`src/hw/rtl/grid_astar_path_search_unit_macros.svh`:
```
// Assertion macros for the grid A* search unit.
// Each expects clk and rst_n in scope where it is used.
`ifndef GRID_ASTAR_PATH_SEARCH_UNIT_MACROS_SVH
`define GRID_ASTAR_PATH_SEARCH_UNIT_MACROS_SVH

// same-cycle implication
`define GASP_ASSERT_IMP(lbl, ante, cons, msg) \
    lbl: assert property (@(posedge clk) disable iff (!rst_n) (ante) |-> (cons)) \
        else $error(msg);

// next-cycle implication
`define GASP_ASSERT_NXT(lbl, ante, cons, msg) \
    lbl: assert property (@(posedge clk) disable iff (!rst_n) (ante) |=> (cons)) \
        else $error(msg);

`endif

```
`src/hw/rtl/gasp_ram.sv`:
```
// Generic single-write, single-read RAM with registered read data.
// No dependencies.
module gasp_ram #(
    parameter int WIDTH = 8,
    parameter int DEPTH = 16
) (
    input  logic                                 clk,
    input  logic                                 we,
    input  logic [(DEPTH > 1 ? $clog2(DEPTH) : 1)-1:0] waddr,
    input  logic [WIDTH-1:0]                     wdata,
    input  logic [(DEPTH > 1 ? $clog2(DEPTH) : 1)-1:0] raddr,
    output logic [WIDTH-1:0]                     rdata
);
    logic [WIDTH-1:0] mem [DEPTH];

    always_ff @(posedge clk)
    begin
        if (we)
        begin
            mem[waddr] <= wdata;
        end
        rdata <= mem[raddr];
    end
endmodule

```
`config.mk`:
```
export PLATFORM = sky130hd
export DESIGN_NAME = gasp_ram
export DESIGN_NICKNAME = d
export VERILOG_FILES = /design/src/hw/rtl/grid_astar_path_search_unit_macros.svh /design/src/hw/rtl/gasp_ram.sv
export SDC_FILE = /design/constraint.sdc
export NUM_CORES = 1
export LEC_CHECK = 0
export BUFFER_PORTS_ARGS = -buffer_cell sky130_fd_sc_hd__clkbuf_2
export CAP_MARGIN = 20
export CORE_MARGIN = 4
export CORE_UTILIZATION = 60
export CTS_CLUSTER_DIAMETER = 100
export DETAILED_ROUTE_END_ITERATION = 8
export PLACE_DENSITY = 0.82
export SYNTH_ARGS = -nofsm -noshare
export SYNTH_HDL_FRONTEND = slang
export SYNTH_SLANG_ARGS = --single-unit
```
`constraint.sdc`:
```
create_clock -name clk -period 2.54 [get_ports clk]
set_input_delay 0.508 -clock clk [delete_from_list [all_inputs] [get_ports clk]]
set_output_delay 0.508 -clock clk [all_outputs]
set_load 0.02 [all_outputs]
```
---- Word-level counts from Yosys, hierarchy flattened ----
Memory sizes are Yosys's and may differ from the RTL's. A register that Yosys moved wholly into a read port is not among the register bits.
Cells that the tools add are included.
word-level totals
  register bits ........................... 0
  bits in latches ......................... 0
  memory bits (writable) .................. 128
  ROM bits ................................ 0
  input bits .............................. 18
  memories kept ........................... 1
memories
  name  depth  bits a word  read ports  clocked after Yosys merged registers in  wr ports  line            RTL
  mem   16     8            1           1                                        1         gasp_ram.sv:14  logic [WIDTH-1:0] mem [DEPTH];
operators by class
  add/sub/neg operators ................... 0
  multiply operators ...................... 0
  divide/modulo/power cells ............... 0
  $lt $le $gt $ge ......................... 0
  equal/unequal tests ..................... 0
  shift-type cells ........................ 0
  muxes and demuxes ....................... 2
  bitwise operators ....................... 0
  reductions and logical operators ........ 0
operator list
  kind     number
  $mux W1  2

---- Logic depth before layout (Yosys ltp) ----
  depth in word-level cells ............... 2
  gate-level depth with buffers ........... 5
  gate-level depth less buffers ........... 3

---- Worst setup path after synthesis ----
OpenSTA, ideal clock, no wires.
  path kind ............................... input to register
  start point ............................. in waddr[2] (netlist name)
  end point ............................... mem mem[0][0], enable pin
  setup time .............................. 383 ps
  arrival ................................. 1618 ps
  setup slack ............................. 539 ps
  stages on the path ...................... 2
  buffers on the path ..................... 0
  path through ............................ or3b_2 > nor3_1
RTL lines
  element      line            RTL
  from (decl)  gasp_ram.sv:9   input logic [(DEPTH > 1 ? $clog2(DEPTH) : 1)-1:0] waddr,
  to (decl)    gasp_ram.sv:14
Straight into the memory's write port.

---- Final worst setup path ----
  start point ............................. in waddr[2] (netlist name)
  end point ............................... mem mem[1][4], enable pin
Straight into the memory's write port.

==> results by group <==
Finish
  – Synth-to-layout area growth: 17.4%
  – Antenna fix cells: 0
  – Share of post-route cells with drive strength above 1: 31.5%
  – Layout fillers: 462
  – Final net count: 300
  – Multi-input logic area: 1060 µm²
  – Commonest non-fill, non-tap cells in the layout: edfxtp_1 (128), clkbuf_2 (25), mux4_2 (18), buf_4 (18)
  – Final Non-Filler Cells: 400
  – Seq. cell area: 4000 µm²
  – Design area: 6040 µm²
  – Most common cell after layout, fill and taps aside: edfxtp_1

Floorplan
  – CORE AREA: 8300 µm²
  – Initial Util: 62.0%
  – Chip width: 101 µm
  – Number of core rows: 33
  – Number of top-level pins: 26
  – Die area: 10100 µm²
  – Chip height: 101 µm

CTS
  – Setup bufs post-CTS: 0
  – Worst-path clk slew: 0.06 ns
  – Post-CTS Resized: 0
  – CTS Hold Buffers Added: 0
  – Clock Sinks: 136
  – Clock Path Buffers: 2
  – Total CTS buffers: 17
  – CTS tree: yes
  – Clk root buf: clkbuf_8
  – Clk Latency, worst-skew pair: 0.51 ns
  – H-tree depth: 4

Power
  – Worst VDD drop: 471 µV
  – Power Density: 840 nW/µm²
  – Leakage: 2.06 nW

Drt
  – Iteration-0 DRC Markers: 208
  – Initial DRT Pass Iterations: 4
  – Routed Antenna Nets: 0
  – Total Routed Length: 9480 µm
  – Routed via count: 2493
  – Routed len/inst: 23.7 µm
  – Drc violations: 0
  – Via density: 6.23

Logic synthesis
  – Post-Syn Area per Cell: 22.5 µm²
  – Ranking of synthesized cells by area: edfxtp_1 (75%), mux4_2 (7.9%), mux4_1 (7.1%)
  – Post-Synthesis Cells: 229
  – Cell variety after synth: 19
  – Post-synthesis cell area: 5150 µm²
  – Sequential share of the synthesized area: 77.8%
  – Yosys reg bits: 136
  – Ys Warns: 0
  – Area leader, netlist: edfxtp_1
  – Post-synth top area share: 74.7%
  – Post-synth net total: 247

GRT
  – Initial antenna violation count: 0
  – First-pass GRT wire length: 15100 µm
  – Largest net degree at the start of global routing: 33
  – Grt total ovfl: 0
  – Vias in the first global route: 2588
  – All-Layer GR Usage: 21.1%

STA
  – Final hold vios: 0
  – Fin crit share: 61.0%
  – Final WS setup: 0.990 ns
  – RSZ-0062 raised after global routing: no
  – Slew HR: 53.3%
  – Pin slew with the least headroom to its limit: 0.698 ns
  – Final setup skew: 0.00659 ns
  – Endpoints failing setup: 0
  – Max Freq: 0.645 GHz
  – Fin Setup TNS: 0 ns
  – Tmin final: 1.55 ns
  – Slew Viols, Final: 0

Outcome
  – Status: complete, no violations

Place
  – Final Wtd Congestion: 0.733
  – Worst slack, placed: 0.459 ns
  – Port bufs: 25
  – Placed Instances: 368
  – Final HPWL DP: 5790 µm
  – Cell Area, Placed: 5470 µm²

Worst setup path
  – Worst Path Required: 2.68 ns
  – R2r endpoint: rdata[3]
  – CP max FO: 8
  – Worst r2r src: mem[1][3]
  – WS Path Type: in2reg
  – Worst Setup EP: mem[1][4]
  – Reg2reg setup slack: 1.13 ns
  – CP Data Arrival Time: 1.69 ns
  – Reg2Reg Depth: 3
  – Crit path launch type: input port
  – Critical path origin: waddr[2]
  – CP Capture Type: flip-flop

Flow run
  – Max_cap viols: 0

Hold path
  – Min-Delay Path Class: in2reg
-- per-stage QoR --
stage                     power [mW]  hold slack [ns]  utilization, %
after floorplan                 2.71            0.607               -
after global placement          2.80            0.648            65.9
after detailed placement        2.81            0.664            65.9
after CTS                       5.11            0.394            72.8
after global routing            5.25            0.429            72.8
final                           5.08            0.411            72.8
-- how the worst min path moves through the flow --
stage | startpoint | to | slack [ns] | depth (start not counted)
2_1_floorplan | wdata[0] | mem[0][0] | 0.61 | 0
3_3_place_gp | mem[14][6] | rdata[6] | 0.65 | 3
3_5_place_dp | mem[14][6] | rdata[6] | 0.66 | 3
4_1_cts | wdata[3] | mem[1][3] | 0.39 | 1
5_1_grt | wdata[3] | mem[14][3] | 0.43 | 1
6_report | wdata[3] | mem[13][3] | 0.41 | 1
-- Yosys cell counts --
cell,n
edfxtp_1,128
mux4_2,18
a22oi_1,16
mux4_1,14
nor2_1,13
nand2_1,9
dfxtp_1,8
nor3_1,4
buf_2,3
buf_6,3
clkdlybuf4s25_2,3
nand2b_1,2
nand3b_1,2
and2_1,1
and2b_1,1
buf_4,1
nand3_1,1
nor2b_1,1
or3b_2,1
-- critical path, stage by stage --
cell and delay (ns):
clkbuf_2 0.11, or3b_2 0.51, nor2_1 0.56
-- metal layers --
| metal | part of all wire, % | GRT usage, % |
|---|---|---|
| met3 | 6.2 | 6.16 |
| met2 | 50 | 32.6 |
| met1 | 42 | 29.7 |
| met5 | 0 | 0 |
| met4 | 1.0 | 6.11 |
-- power by group --
group	total, mW	switching, mW	internal, mW
Sequential	2.52	0.0124	2.51
Combinational	0.244	0.145	0.0983
Clock	2.31	0.908	1.40
Total	5.08	1.07	4.01
-- layout make-up --
| type | count | share of cell area [%] |
|---|---|---|
| multi-input cells | 83 | 17.5 |
| well taps | 105 | 2.17 |
| flip-flops and latches | 136 | 66.3 |
| clock inverters | 13 | 2.42 |
| repair buffers | 44 | 4.64 |
| clock buffers | 19 | 6.98 |
-- cell families (layout without fill, tap and decap cells) --
group | after synthesis | count (layout) | synth area share (%)
buffers and inverters | 10 | 76 | 1.68
flip-flops | 136 | 136 | 77.8
multiplexers | 32 | 32 | 15.0
AO/OA/AOI/OAI | 16 | 16 | 2.33
AND/OR/NAND/NOR | 35 | 35 | 3.18
-- sequential cells by signal, indices dropped and copies added, names as in the netlist --
register,count
mem,128
rdata,8
Note: power is estimated with default switching activity, not from simulation.
