===== src/hw/rtl/grid_astar_path_search_unit_macros.svh =====
// Assertion macros for the grid A* search unit.
// Each expects clk and rst_n in scope where it is used.
`ifndef GRID_ASTAR_PATH_SEARCH_UNIT_MACROS_SVH
`define GRID_ASTAR_PATH_SEARCH_UNIT_MACROS_SVH

// same-cycle implication
`define GASP_ASSERT_IMP(lbl, ante, cons, msg) \
    lbl: assert property (@(posedge clk) disable iff (!rst_n) (ante) |-> (cons)) \
        else $error(msg);

// next-cycle implication
`define GASP_ASSERT_NXT(lbl, ante, cons, msg) \
    lbl: assert property (@(posedge clk) disable iff (!rst_n) (ante) |=> (cons)) \
        else $error(msg);

`endif


===== src/hw/rtl/gasp_pkg.sv =====
// Shared types and constants of the grid A* search unit.
// No dependencies.
package gasp_pkg;

    // cell state codes
    localparam logic [2:0] CELL_EMPTY    = 3'd0;
    localparam logic [2:0] CELL_OBSTACLE = 3'd1;
    localparam logic [2:0] CELL_QUEUED   = 3'd2;
    localparam logic [2:0] CELL_EXPANDED = 3'd3;
    localparam logic [2:0] CELL_START    = 3'd4;
    localparam logic [2:0] CELL_GOAL     = 3'd5;

    // configuration register indexes
    localparam logic [2:0] REG_ROWS_IN_USE = 3'd0;
    localparam logic [2:0] REG_COLS_IN_USE = 3'd1;
    localparam logic [2:0] REG_START_ROW   = 3'd2;
    localparam logic [2:0] REG_START_COL   = 3'd3;
    localparam logic [2:0] REG_GOAL_ROW    = 3'd4;
    localparam logic [2:0] REG_GOAL_COL    = 3'd5;

    localparam int OUT_LIMIT = 16;

    // neighbour order: up, left, down, right
    localparam logic signed [1:0] DIR_DR [4] = '{-2'sd1, 2'sd0, 2'sd1, 2'sd0};
    localparam logic signed [1:0] DIR_DC [4] = '{2'sd0, -2'sd1, 2'sd0, 2'sd1};

    typedef struct packed {
        logic [3:0] r;
        logic [3:0] c;
        logic [7:0] g;
        logic [4:0] h;
    } open_entry_t;

    // one word of an open-list scan into the compare unit
    typedef struct packed {
        logic        valid;
        open_entry_t entry;
    } scan_in_t;

    // pending read-modify-write of one cell
    typedef struct packed {
        logic [3:0] r;
        logic [3:0] c;
        logic [2:0] val;
        logic       only_empty;
        logic       push;
        logic [7:0] g;
    } mark_t;

endpackage


===== src/hw/rtl/gasp_fmin.sv =====
// Shared compare unit: tracks the least g+h over an open-list scan.
// Depends on gasp_pkg. Ties go to the later entry.
module gasp_fmin
    import gasp_pkg::*;
#(
    parameter int IDX_W = 9
) (
    input  logic             clk,
    input  logic             rst_n,
    input  logic             clear,
    input  scan_in_t         scan,
    input  logic [IDX_W-1:0] scan_idx,
    output logic [IDX_W-1:0] best_idx,
    output open_entry_t      best_entry
);
    logic             have_reg, have_next;
    logic [8:0]       best_f_reg, best_f_next;
    logic [IDX_W-1:0] best_idx_reg, best_idx_next;
    open_entry_t      best_entry_reg, best_entry_next;
    logic [8:0]       f;

    always_comb
    begin
        f               = 9'(scan.entry.g) + 9'(scan.entry.h);
        have_next       = have_reg;
        best_f_next     = best_f_reg;
        best_idx_next   = best_idx_reg;
        best_entry_next = best_entry_reg;
        if (clear)
        begin
            have_next = 1'b0;
        end
        else if (scan.valid && (!have_reg || f <= best_f_reg))
        begin
            have_next       = 1'b1;
            best_f_next     = f;
            best_idx_next   = scan_idx;
            best_entry_next = scan.entry;
        end
    end

    always_ff @(posedge clk or negedge rst_n)
    begin
        if (!rst_n)
        begin
            have_reg <= 1'b0;
        end
        else
        begin
            have_reg <= have_next;
        end
    end

    always_ff @(posedge clk)
    begin
        best_f_reg     <= best_f_next;
        best_idx_reg   <= best_idx_next;
        best_entry_reg <= best_entry_next;
    end

    assign best_idx   = best_idx_reg;
    assign best_entry = best_entry_reg;
endmodule


===== config.mk =====
export PLATFORM = sky130hd
export DESIGN_NAME = gasp_fmin
export DESIGN_NICKNAME = d
export VERILOG_FILES = /design/src/hw/rtl/grid_astar_path_search_unit_macros.svh /design/src/hw/rtl/gasp_pkg.sv /design/src/hw/rtl/gasp_fmin.sv
export SDC_FILE = /design/constraint.sdc
export NUM_CORES = 1
export LEC_CHECK = 0
export BUFFER_PORTS_ARGS = -buffer_cell sky130_fd_sc_hd__buf_2
export CORE_MARGIN = 2
export CORE_UTILIZATION = 52
export DETAILED_ROUTE_END_ITERATION = 7
export PLACE_DENSITY = 0.83
export SYNTH_ARGS = -nofsm -noshare
export SYNTH_HDL_FRONTEND = slang
export SYNTH_SLANG_ARGS = --single-unit

===== constraint.sdc =====
create_clock -name clk -period 10.5 [get_ports clk]
set_input_delay 0.525 -clock clk [delete_from_list [all_inputs] [get_ports clk]]
set_output_delay 0.525 -clock clk [all_outputs]
set_load 0.02 [all_outputs]

======== Word-level counts from Yosys, hierarchy flattened ========
Cells that the tools add are included.
operators by class
  add/sub/neg operators ................... 1
  order comparisons ....................... 1
  multiplexer cells ....................... 2
  bitwise logic cells ..................... 1
  reductions and logical operators ........ 5
operator list
  operator                                number
  8-bit by 5-bit adder with 9-bit output  1
  9-bit less-or-equal comparator          1
  1-bit 2-to-1 mux                        2
  2-bit AND reduction                     1
  2-bit nonzero test                      1
  1-bit logical AND                       1
  1-bit zero test                         1
  1-bit logical OR                        1
  1-bit NOT                               1
storage, ports and cells
  flip-flop bits (word level) ............. 40
  input port bits ......................... 34
  output and inout port bits .............. 30
  logic and storage cells ................. 17

======== Longest topological paths before layout ========
Gate-level depths: netlist of run 1.
  word-level depth ........................ 6
  gate-level depth with buffers ........... 11
  gate-level depth less buffers ........... 11

======== Least setup slack after synthesis of run 1 ========
No wires, ideal clock.
  path kind ............................... input to register
  start ................................... input scan[0] (netlist name)
  end ..................................... register best_entry_reg (netlist bit best_entry[0]) (enable)
  library setup time ...................... 0.446 ns
  arrival time ............................ 4.136 ns
  required time ........................... 10.054 ns
  setup slack ............................. 5.918 ns
  cell stages on the path ................. 10
  path buffers ............................ 0
  cells stage by stage .................... ha_1 > fa_1 > a21oi_1 > nor2b_1 > o31ai_1 > xnor2_1 > ha_1 > a21oi_1 > o211ai_1 > o2bb2ai_1
on the way
  cells in the longest elaborated chain, start to end .. 5
ends and longest elaborated chain
  item                                    RTL line         RTL
  start, declared                         gasp_fmin.sv:11  input scan_in_t scan,
  8-bit by 5-bit adder with 9-bit output  gasp_fmin.sv:24  f = 9'(scan.entry.g) + 9'(scan.entry.h);
  via f[6]                                gasp_fmin.sv:20  logic [8:0] f;
  9-bit less-or-equal comparator          gasp_fmin.sv:33  else if (scan.valid && (!have_reg || f <= best_f_reg))
  1-bit logical OR                        gasp_fmin.sv:33
  1-bit logical AND                       gasp_fmin.sv:33
  2-bit AND reduction (no line)           n/a
  end signal, assigned                    gasp_fmin.sv:58  best_entry_reg <= best_entry_next;
  end, declared                           gasp_fmin.sv:19  open_entry_t best_entry_reg, best_entry_next;
The timed path passes the listed nets, and every way through them passes these cells.
A chain may end at the register's enable or synchronous reset.

======== Worst setup path in the final report of run 1 ========
  start ................................... input scan[0] (netlist name)
  end ..................................... register best_entry_reg (netlist bit best_entry[14]) (enable)
Same word-level chain as after synthesis.

==> summary.md, run 1 <==
| Metric | Value |
|---|---|
| Met2 WL | `1640 um` |
| Crit path time final | `3470 ps` |
| Max cap viols | `0` |
| Yosys top cell by area | `edfxtp_1` |
| Uppermost routed layer | `met4` |
| Sink Count | `40` |
| Crit. Startpoint | `scan[0]` |
| Largest net degree at the start of global routing | `40` |
| Die Span Y | `61.4 um` |
| Post-synth ARST share | `2.50%` |
| Fillers | `229` |
| Area contributors post-synth | `edfxtp_1 68%, ha_1 10%, inv_1 2.4%, a21oi_1 2.3%, xnor2_1 1.5%` |
| Post-Syn Area | `0.00172 mm2` |
| Post-synthesis cell count | `113` |
| DP HPWL | `2480 um` |
| Clock slew at reported path FFs | `110 ps` |
| Worst slew pin tran | `1050 ps` |
| Via Count | `1200` |
| Starting Density | `55.3%` |
| Max FFs per register | `21` |
| Max VDD drop | `0.0825 mV` |
| Wire length on met1 | `1230 um` |
| Chip width | `61.4 um` |
| DR iter-0 viols | `38` |
| Max_slew headroom | `29.6%` |
| DRT Pass-1 Iters | `4` |
| Vias in the first global route | `1119` |
| Post-route ant nets | `0` |
| Hold EP | `have_reg` |
| Primary FF master, synth | `edfxtp_1` |
| Routability Congestion | `0.843` |
| Critical Path AT | `3440 ps` |
| Hold path depth | `2` |
| TritonCTS buffer count | `5` |
| Post-layout net count | `233` |
| Most frequent cells after synthesis | `39 x edfxtp_1, 14 x ha_1, 11 x inv_1` |
| Worst R2R Setup Slack | `8110 ps` |
| Initial antenna violation count | `0` |
| Post-synth top area share | `68.3%` |
| Vias/cell | `5.24` |
| Row count | `20` |
| Seq/Total Area, Yosys | `69.7%` |
| Wire length on met3 | `321 um` |
| Reg-to-Reg Start | `best_f_reg[1]` |
| Switching Share | `26.1%` |
| Post-CTS setup repair buffer count | `0` |
| Mapped Nets | `162` |
| Mean Syn Cell Area | `15.2 um2` |
| Type of the worst setup path | `in -> reg` |
| Ports | `64` |
| Data required time of the critical path | `10470 ps` |
| Clk buf depth | `2` |
| Final Max Tran Viols | `0` |
| Post-place setup slack | `6730 ps` |
| P_sw | `0.0000955 W` |
| DRC viols | `0` |
| Layout cell share with drive strength beyond 1 | `38.9%` |
| Clock share of power | `26.3%` |
| Sequential share of power | `54.1%` |
| Clock latency on the worst-skew pair | `340 ps` |
| Power Density | `167 mW/mm2` |
| Setup TNS | `0 ps` |
| Setup crit end kind | `flip-flop` |
| Synth Register Bits | `40` |
| Core Box Area | `0.00310 mm2` |
| Combinational share of power | `19.6%` |
| Hold_sp | `clear` |
| Clock skew | `8.14 ps` |
| N_diodes | `0` |
| First-pass GRT wire length | `4800 um` |
| Wirelength, routed | `3260 um` |
| Internal power | `0.000271 W` |
| Hold WS | `324 ps` |
| Peak fanout along the critical path | `39` |
| Setup violators final | `0` |
| Die area | `0.00377 mm2` |
| Design Area, Final | `0.00219 mm2` |
| R2R Path End | `best_entry[14]` |
| CP startpoint kind | `input pin` |
| RSZ-0062 raised after global routing | `no` |
| Htree depth | `2` |
| Root Driver | `clkbuf_4` |
| Synth warn | `0` |
| R2r worst-path depth | `6` |
| Fin. Hold Viols | `0` |
| Tot GR Track Use | `18.4%` |
| Leak | `0.934 nW` |
| Crit share post-route | `33.0%` |
| Top-count cell post-synth | `edfxtp_1` |
| Worst min path class | `in -> reg` |
| F_max | `0.288 GHz` |
| Post-synth EDFFs | `39` |
| Final worst setup slack | `7030 ps` |
| CTS tree | `built` |
| Total grt overflow | `0` |
| Area post-placement | `0.00210 mm2` |
| Outcome | `finished clean` |
| # port buffers | `63` |
| Wire per inst | `14.2 um` |
| Synthesis-to-finish area growth | `27.7%` |
| Number of distinct library cells after synthesis | `27` |
==> worst max path at each step <==
| stage | endpoint | cells past startpoint | slack [ps] |
|---|---|---|---|
| 2_1_floorplan | best_entry[0] | 10 | 5920 |
| 3_5_place_dp | best_entry[18] | 12 | 6730 |
| 3_3_place_gp | best_entry[14] | 11 | 6820 |
| 4_1_cts | best_entry[14] | 11 | 7070 |
| 6_report | best_entry[14] | 11 | 7030 |
| 5_1_grt | best_entry[14] | 11 | 6800 |
==> worst max-delay path: stages <==
cell       delay, ps
buf_2            100
ha_1             220
fa_1             410
a21oi_1          170
nor2b_1           90
o31ai_1          280
xnor2_1          190
ha_1             280
a21oi_1          150
o211ai_1         150
o2bb2ai_4        850
==> metal layers <==
layer / vias to the layer above / track usage [%]
met5: - / 0
met4: 0 / 8.51
met3: 7 / 6.30
met2: 64 / 32.7
met1: 562 / 19.7
li1: 567 / -
==> through the flow <==
stage | cells | utilization, % | total power [W]
finish | 229 | 70.6 | 0.000366
floorplan | 113 | - | 0.000246
detailed placement | 220 | 67.8 | 0.000272
global route | 229 | 70.6 | 0.000383
global placement | 220 | 67.8 | 0.000269
CTS | 229 | 70.6 | 0.000368
==> logic make-up (layout without fill, tap and decap cells) <==
logic type	Yosys count	in the layout	share of synthesized area [%]
buffers and inverters	11	83	2.41
and+or+nand+nor	23	23	6.93
xor gates and xnor gates	4	4	2.04
DFF	40	40	69.7
adders and majority gates	15	15	11.4
AOI/OAI and AO/OA	20	20	7.51
==> timing repair <==
item / CTS / global route
hold buffers: 1 / 0
hold endpoints to repair: 1 / 0
gates resized for setup: 0 / 0
==> cell usage in the layout (no fill, tap or decap), drive strengths merged <==
cell         netlist  final
buf                0     63
nor2b              3      3
dlygate4sd3        0      1
a31oi              1      1
xor2               1      1
clkbuf             0      6
o21a               1      1
nor2               4      4
o21bai             1      1
o31ai              2      2
nand2b             1      1
nand2              7      7
dfrtp              1      1
o21ai              2      2
nand4              1      1
nand3              3      3
fa                 1      1
nor3               1      1
nor4b              1      1
nor3b              2      2
clkinv             0      1
edfxtp            39     39
o2bb2ai            1      1
o211ai             2      2
bufinv             0      1
a2111oi            1      1
a21oi              8      8
o311ai             1      1
inv               11     11
ha                14     14
xnor2              3      3
==> power by group through the flow <==
stage               Sequential, W  Clock [W]  Combinational, W
finish                   0.000198  0.0000964         0.0000717
global route             0.000200   0.000104         0.0000794
CTS                      0.000198  0.0000986         0.0000715
detailed placement       0.000202          0         0.0000706
global placement         0.000201          0         0.0000676
floorplan                0.000215          0         0.0000311
==> cell type report <==
type	count	area, um2	share of cell area, %
multi-input cells	62	497	22.7
well taps	44	55.1	2.51
clock buffers	6	41.3	1.88
clock inverters	2	35.0	1.60
inverters	11	41.3	1.88
flip-flops and latches	40	1200	54.6
repair buffers	64	325	14.8
(Power assumes the default switching activity.)
==> inputs of run 2 (changes only) <==
Settings changed: CORE_UTILIZATION 52 to 48, PLACE_DENSITY 0.83 to 0.77.
Clock period 10.5 ns to 3.4 ns, I/O delays scaled along.
==> summary.md, run 2 (synthesis gave the netlist of run 1 again) <==
| Metric | Value |
|---|---|
| Outcome | `finished clean` |
| Post-route ant nets | `0 (unchanged)` |
| Vias/cell | `4.98 (-5.0%)` |
| DP HPWL | `2530 um (+2.0%)` |
| Max cap viols | `0 (unchanged)` |
| Wirelength, routed | `3560 um (+9.2%)` |
| Worst min path class | `in -> reg` |
| CP startpoint kind | `input pin` |
| Worst slew pin tran | `461 ps (-593 ps)` |
| Setup TNS | `0 ps (unchanged)` |
| Fillers | `216 (-5.7%)` |
| DRT Pass-1 Iters | `4 (unchanged)` |
| Initial antenna violation count | `0 (unchanged)` |
| Peak fanout along the critical path | `32 (-18%)` |
| Htree depth | `2 (unchanged)` |
| Root Driver | `clkbuf_4` |
| Synthesis-to-finish area growth | `40.9%` |
| Core Box Area | `0.00339 mm2 (+9.2%)` |
| CTS tree | `built` |
| F_max | `0.348 GHz` |
| Max VDD drop | `0.280 mV (+240%)` |
| Combinational share of power | `21.2% (+1.6 points)` |
| Final Max Tran Viols | `0 (unchanged)` |
| Max_slew headroom | `68.8% (+39 points)` |
| Clock slew at reported path FFs | `120 ps (about the same)` |
| Setup crit end kind | `flip-flop` |
| Crit share post-route | `84.6%` |
| Wire per inst | `14.1 um (-0.80%)` |
| Row count | `21 (+5.0%)` |
| Critical Path AT | `2920 ps (-520 ps)` |
| Internal power | `0.000854 W (+220%)` |
| Worst R2R Setup Slack | `1370 ps (-6740 ps)` |
| Crit path time final | `2880 ps` |
| Die Span Y | `63.8 um (+3.8%)` |
| Post-CTS setup repair buffer count | `0 (unchanged)` |
| DR iter-0 viols | `29 (-24%)` |
| Sink Count | `40 (unchanged)` |
| Data required time of the critical path | `3450 ps (-7020 ps)` |
| Layout cell share with drive strength beyond 1 | `35.9% (-3.0 points)` |
| Leak | `1.03 nW (+9.8%)` |
| Chip width | `63.8 um (+3.8%)` |
| Vias in the first global route | `1267 (+13%)` |
| Setup violators final | `0 (unchanged)` |
| Starting Density | `50.6% (-4.7 points)` |
| Die area | `0.00407 mm2 (+7.8%)` |
| TritonCTS buffer count | `5 (unchanged)` |
| Via Count | `1255 (+4.6%)` |
| Ports | `64 (unchanged)` |
| RSZ-0062 raised after global routing | `no` |
| # port buffers | `63 (unchanged)` |
| Switching Share | `26.5% (+0.44 points)` |
| Total grt overflow | `0 (unchanged)` |
| Clock latency on the worst-skew pair | `340 ps (about the same)` |
| Sequential share of power | `52.5% (-1.6 points)` |
| Total power draw | `0.00116 W (+220%)` |
| Routability Congestion | `0.778 (-7.7%)` |
| Power Density | `481 mW/mm2 (+190%)` |
| Largest net degree at the start of global routing | `33 (-18%)` |
| Clk buf depth | `2 (unchanged)` |
| Post-layout net count | `254 (+9.0%)` |
| DRC viols | `0 (unchanged)` |
| Clock skew | `5.61 ps (-2.53 ps)` |
| Most frequent cells in the layout | `63 x buf_2, 39 x edfxtp_1, 21 x dlygate4sd3_1` |
| Type of the worst setup path | `in -> reg` |
| Max FFs per register | `21 (unchanged)` |
| Fin. Hold Viols | `0 (unchanged)` |
| Most common cell after layout, fill and taps aside | `buf_2` |
| Tot GR Track Use | `17.8% (-0.60 points)` |
| Clock share of power | `26.3% (about the same)` |
| First-pass GRT wire length | `5480 um (+14%)` |
| N_diodes | `0 (unchanged)` |
| P_sw | `0.000308 W (+220%)` |
run 2: final timing paths:
kind / startpoint / end / cells after the start
setup / recovery: scan[0] / best_idx[8] / 12
hold / removal: scan[8] / best_entry[8] / 1
setup reg to reg: best_f_reg[8] / best_idx[8] / 6
hold reg to reg: have_reg / have_reg / 2
max in group asynchronous: rst_n / have_reg / 2
min in group asynchronous: rst_n / have_reg / 2
run 2: critical path: stages:
cell       delay (ps)
buf_2             100
ha_1              220
fa_1              400
a21oi_1           160
nor2b_1            80
o31ai_1           320
xnor2_1           140
ha_1              310
nand4_1           110
o31ai_1           400
o2bb2ai_4         240
buf_12            250
run 2: power groups by stage:
stage,Sequential (W),Clock (W),Combinational [W]
6_report,0.000610,0.000305,0.000246
5_1_grt,0.000615,0.000332,0.000270
4_1_cts,0.000611,0.000315,0.000241
3_5_place_dp,0.000623,0,0.000226
3_3_place_gp,0.000620,0,0.000217
2_1_floorplan,0.000663,0,0.0000973
run 2: layout make-up:
class,count,area (um2),share of cell area (%)
flip-flops and latches,40,1200,49.5
repair buffers,85,546,22.6
clock inverters,3,42.5,1.76
well taps,46,57.6,2.38
inverters,11,41.3,1.71
multi-input cells,62,497,20.5
clock buffers,5,37.5,1.55
run 2: layer usage:
| metal | global-route usage, % | vias up | share of wire (%) |
|---|---|---|---|
| met5 | 0 | - | 0 |
| met2 | 31.1 | 57 | 51 |
| met1 | 20.7 | 583 | 41 |
| li1 | - | 609 | - |
| met4 | 6.79 | 0 | 1.6 |
| met3 | 4.93 | 6 | 6.4 |
run 2: metrics by stage:
stage	instances	worst slack, ps	instance area [um2]	hold WS (ps)	utilization [%]
floorplan	113	12.7	1720	-126	-
global placement	223	312	2130	-54.9	62.8
detailed placement	223	234	2130	-51.4	62.8
CTS	246	543	2360	1.78	69.5
global route	252	368	2420	3.59	71.3
finish	252	523	2420	23.4	71.3
run 2: what timing repair did:
item | in CTS | in global routing
gates resized for setup | 0 | 0
hold buffers | 15 | 6
hold endpoints to repair | 15 | 6
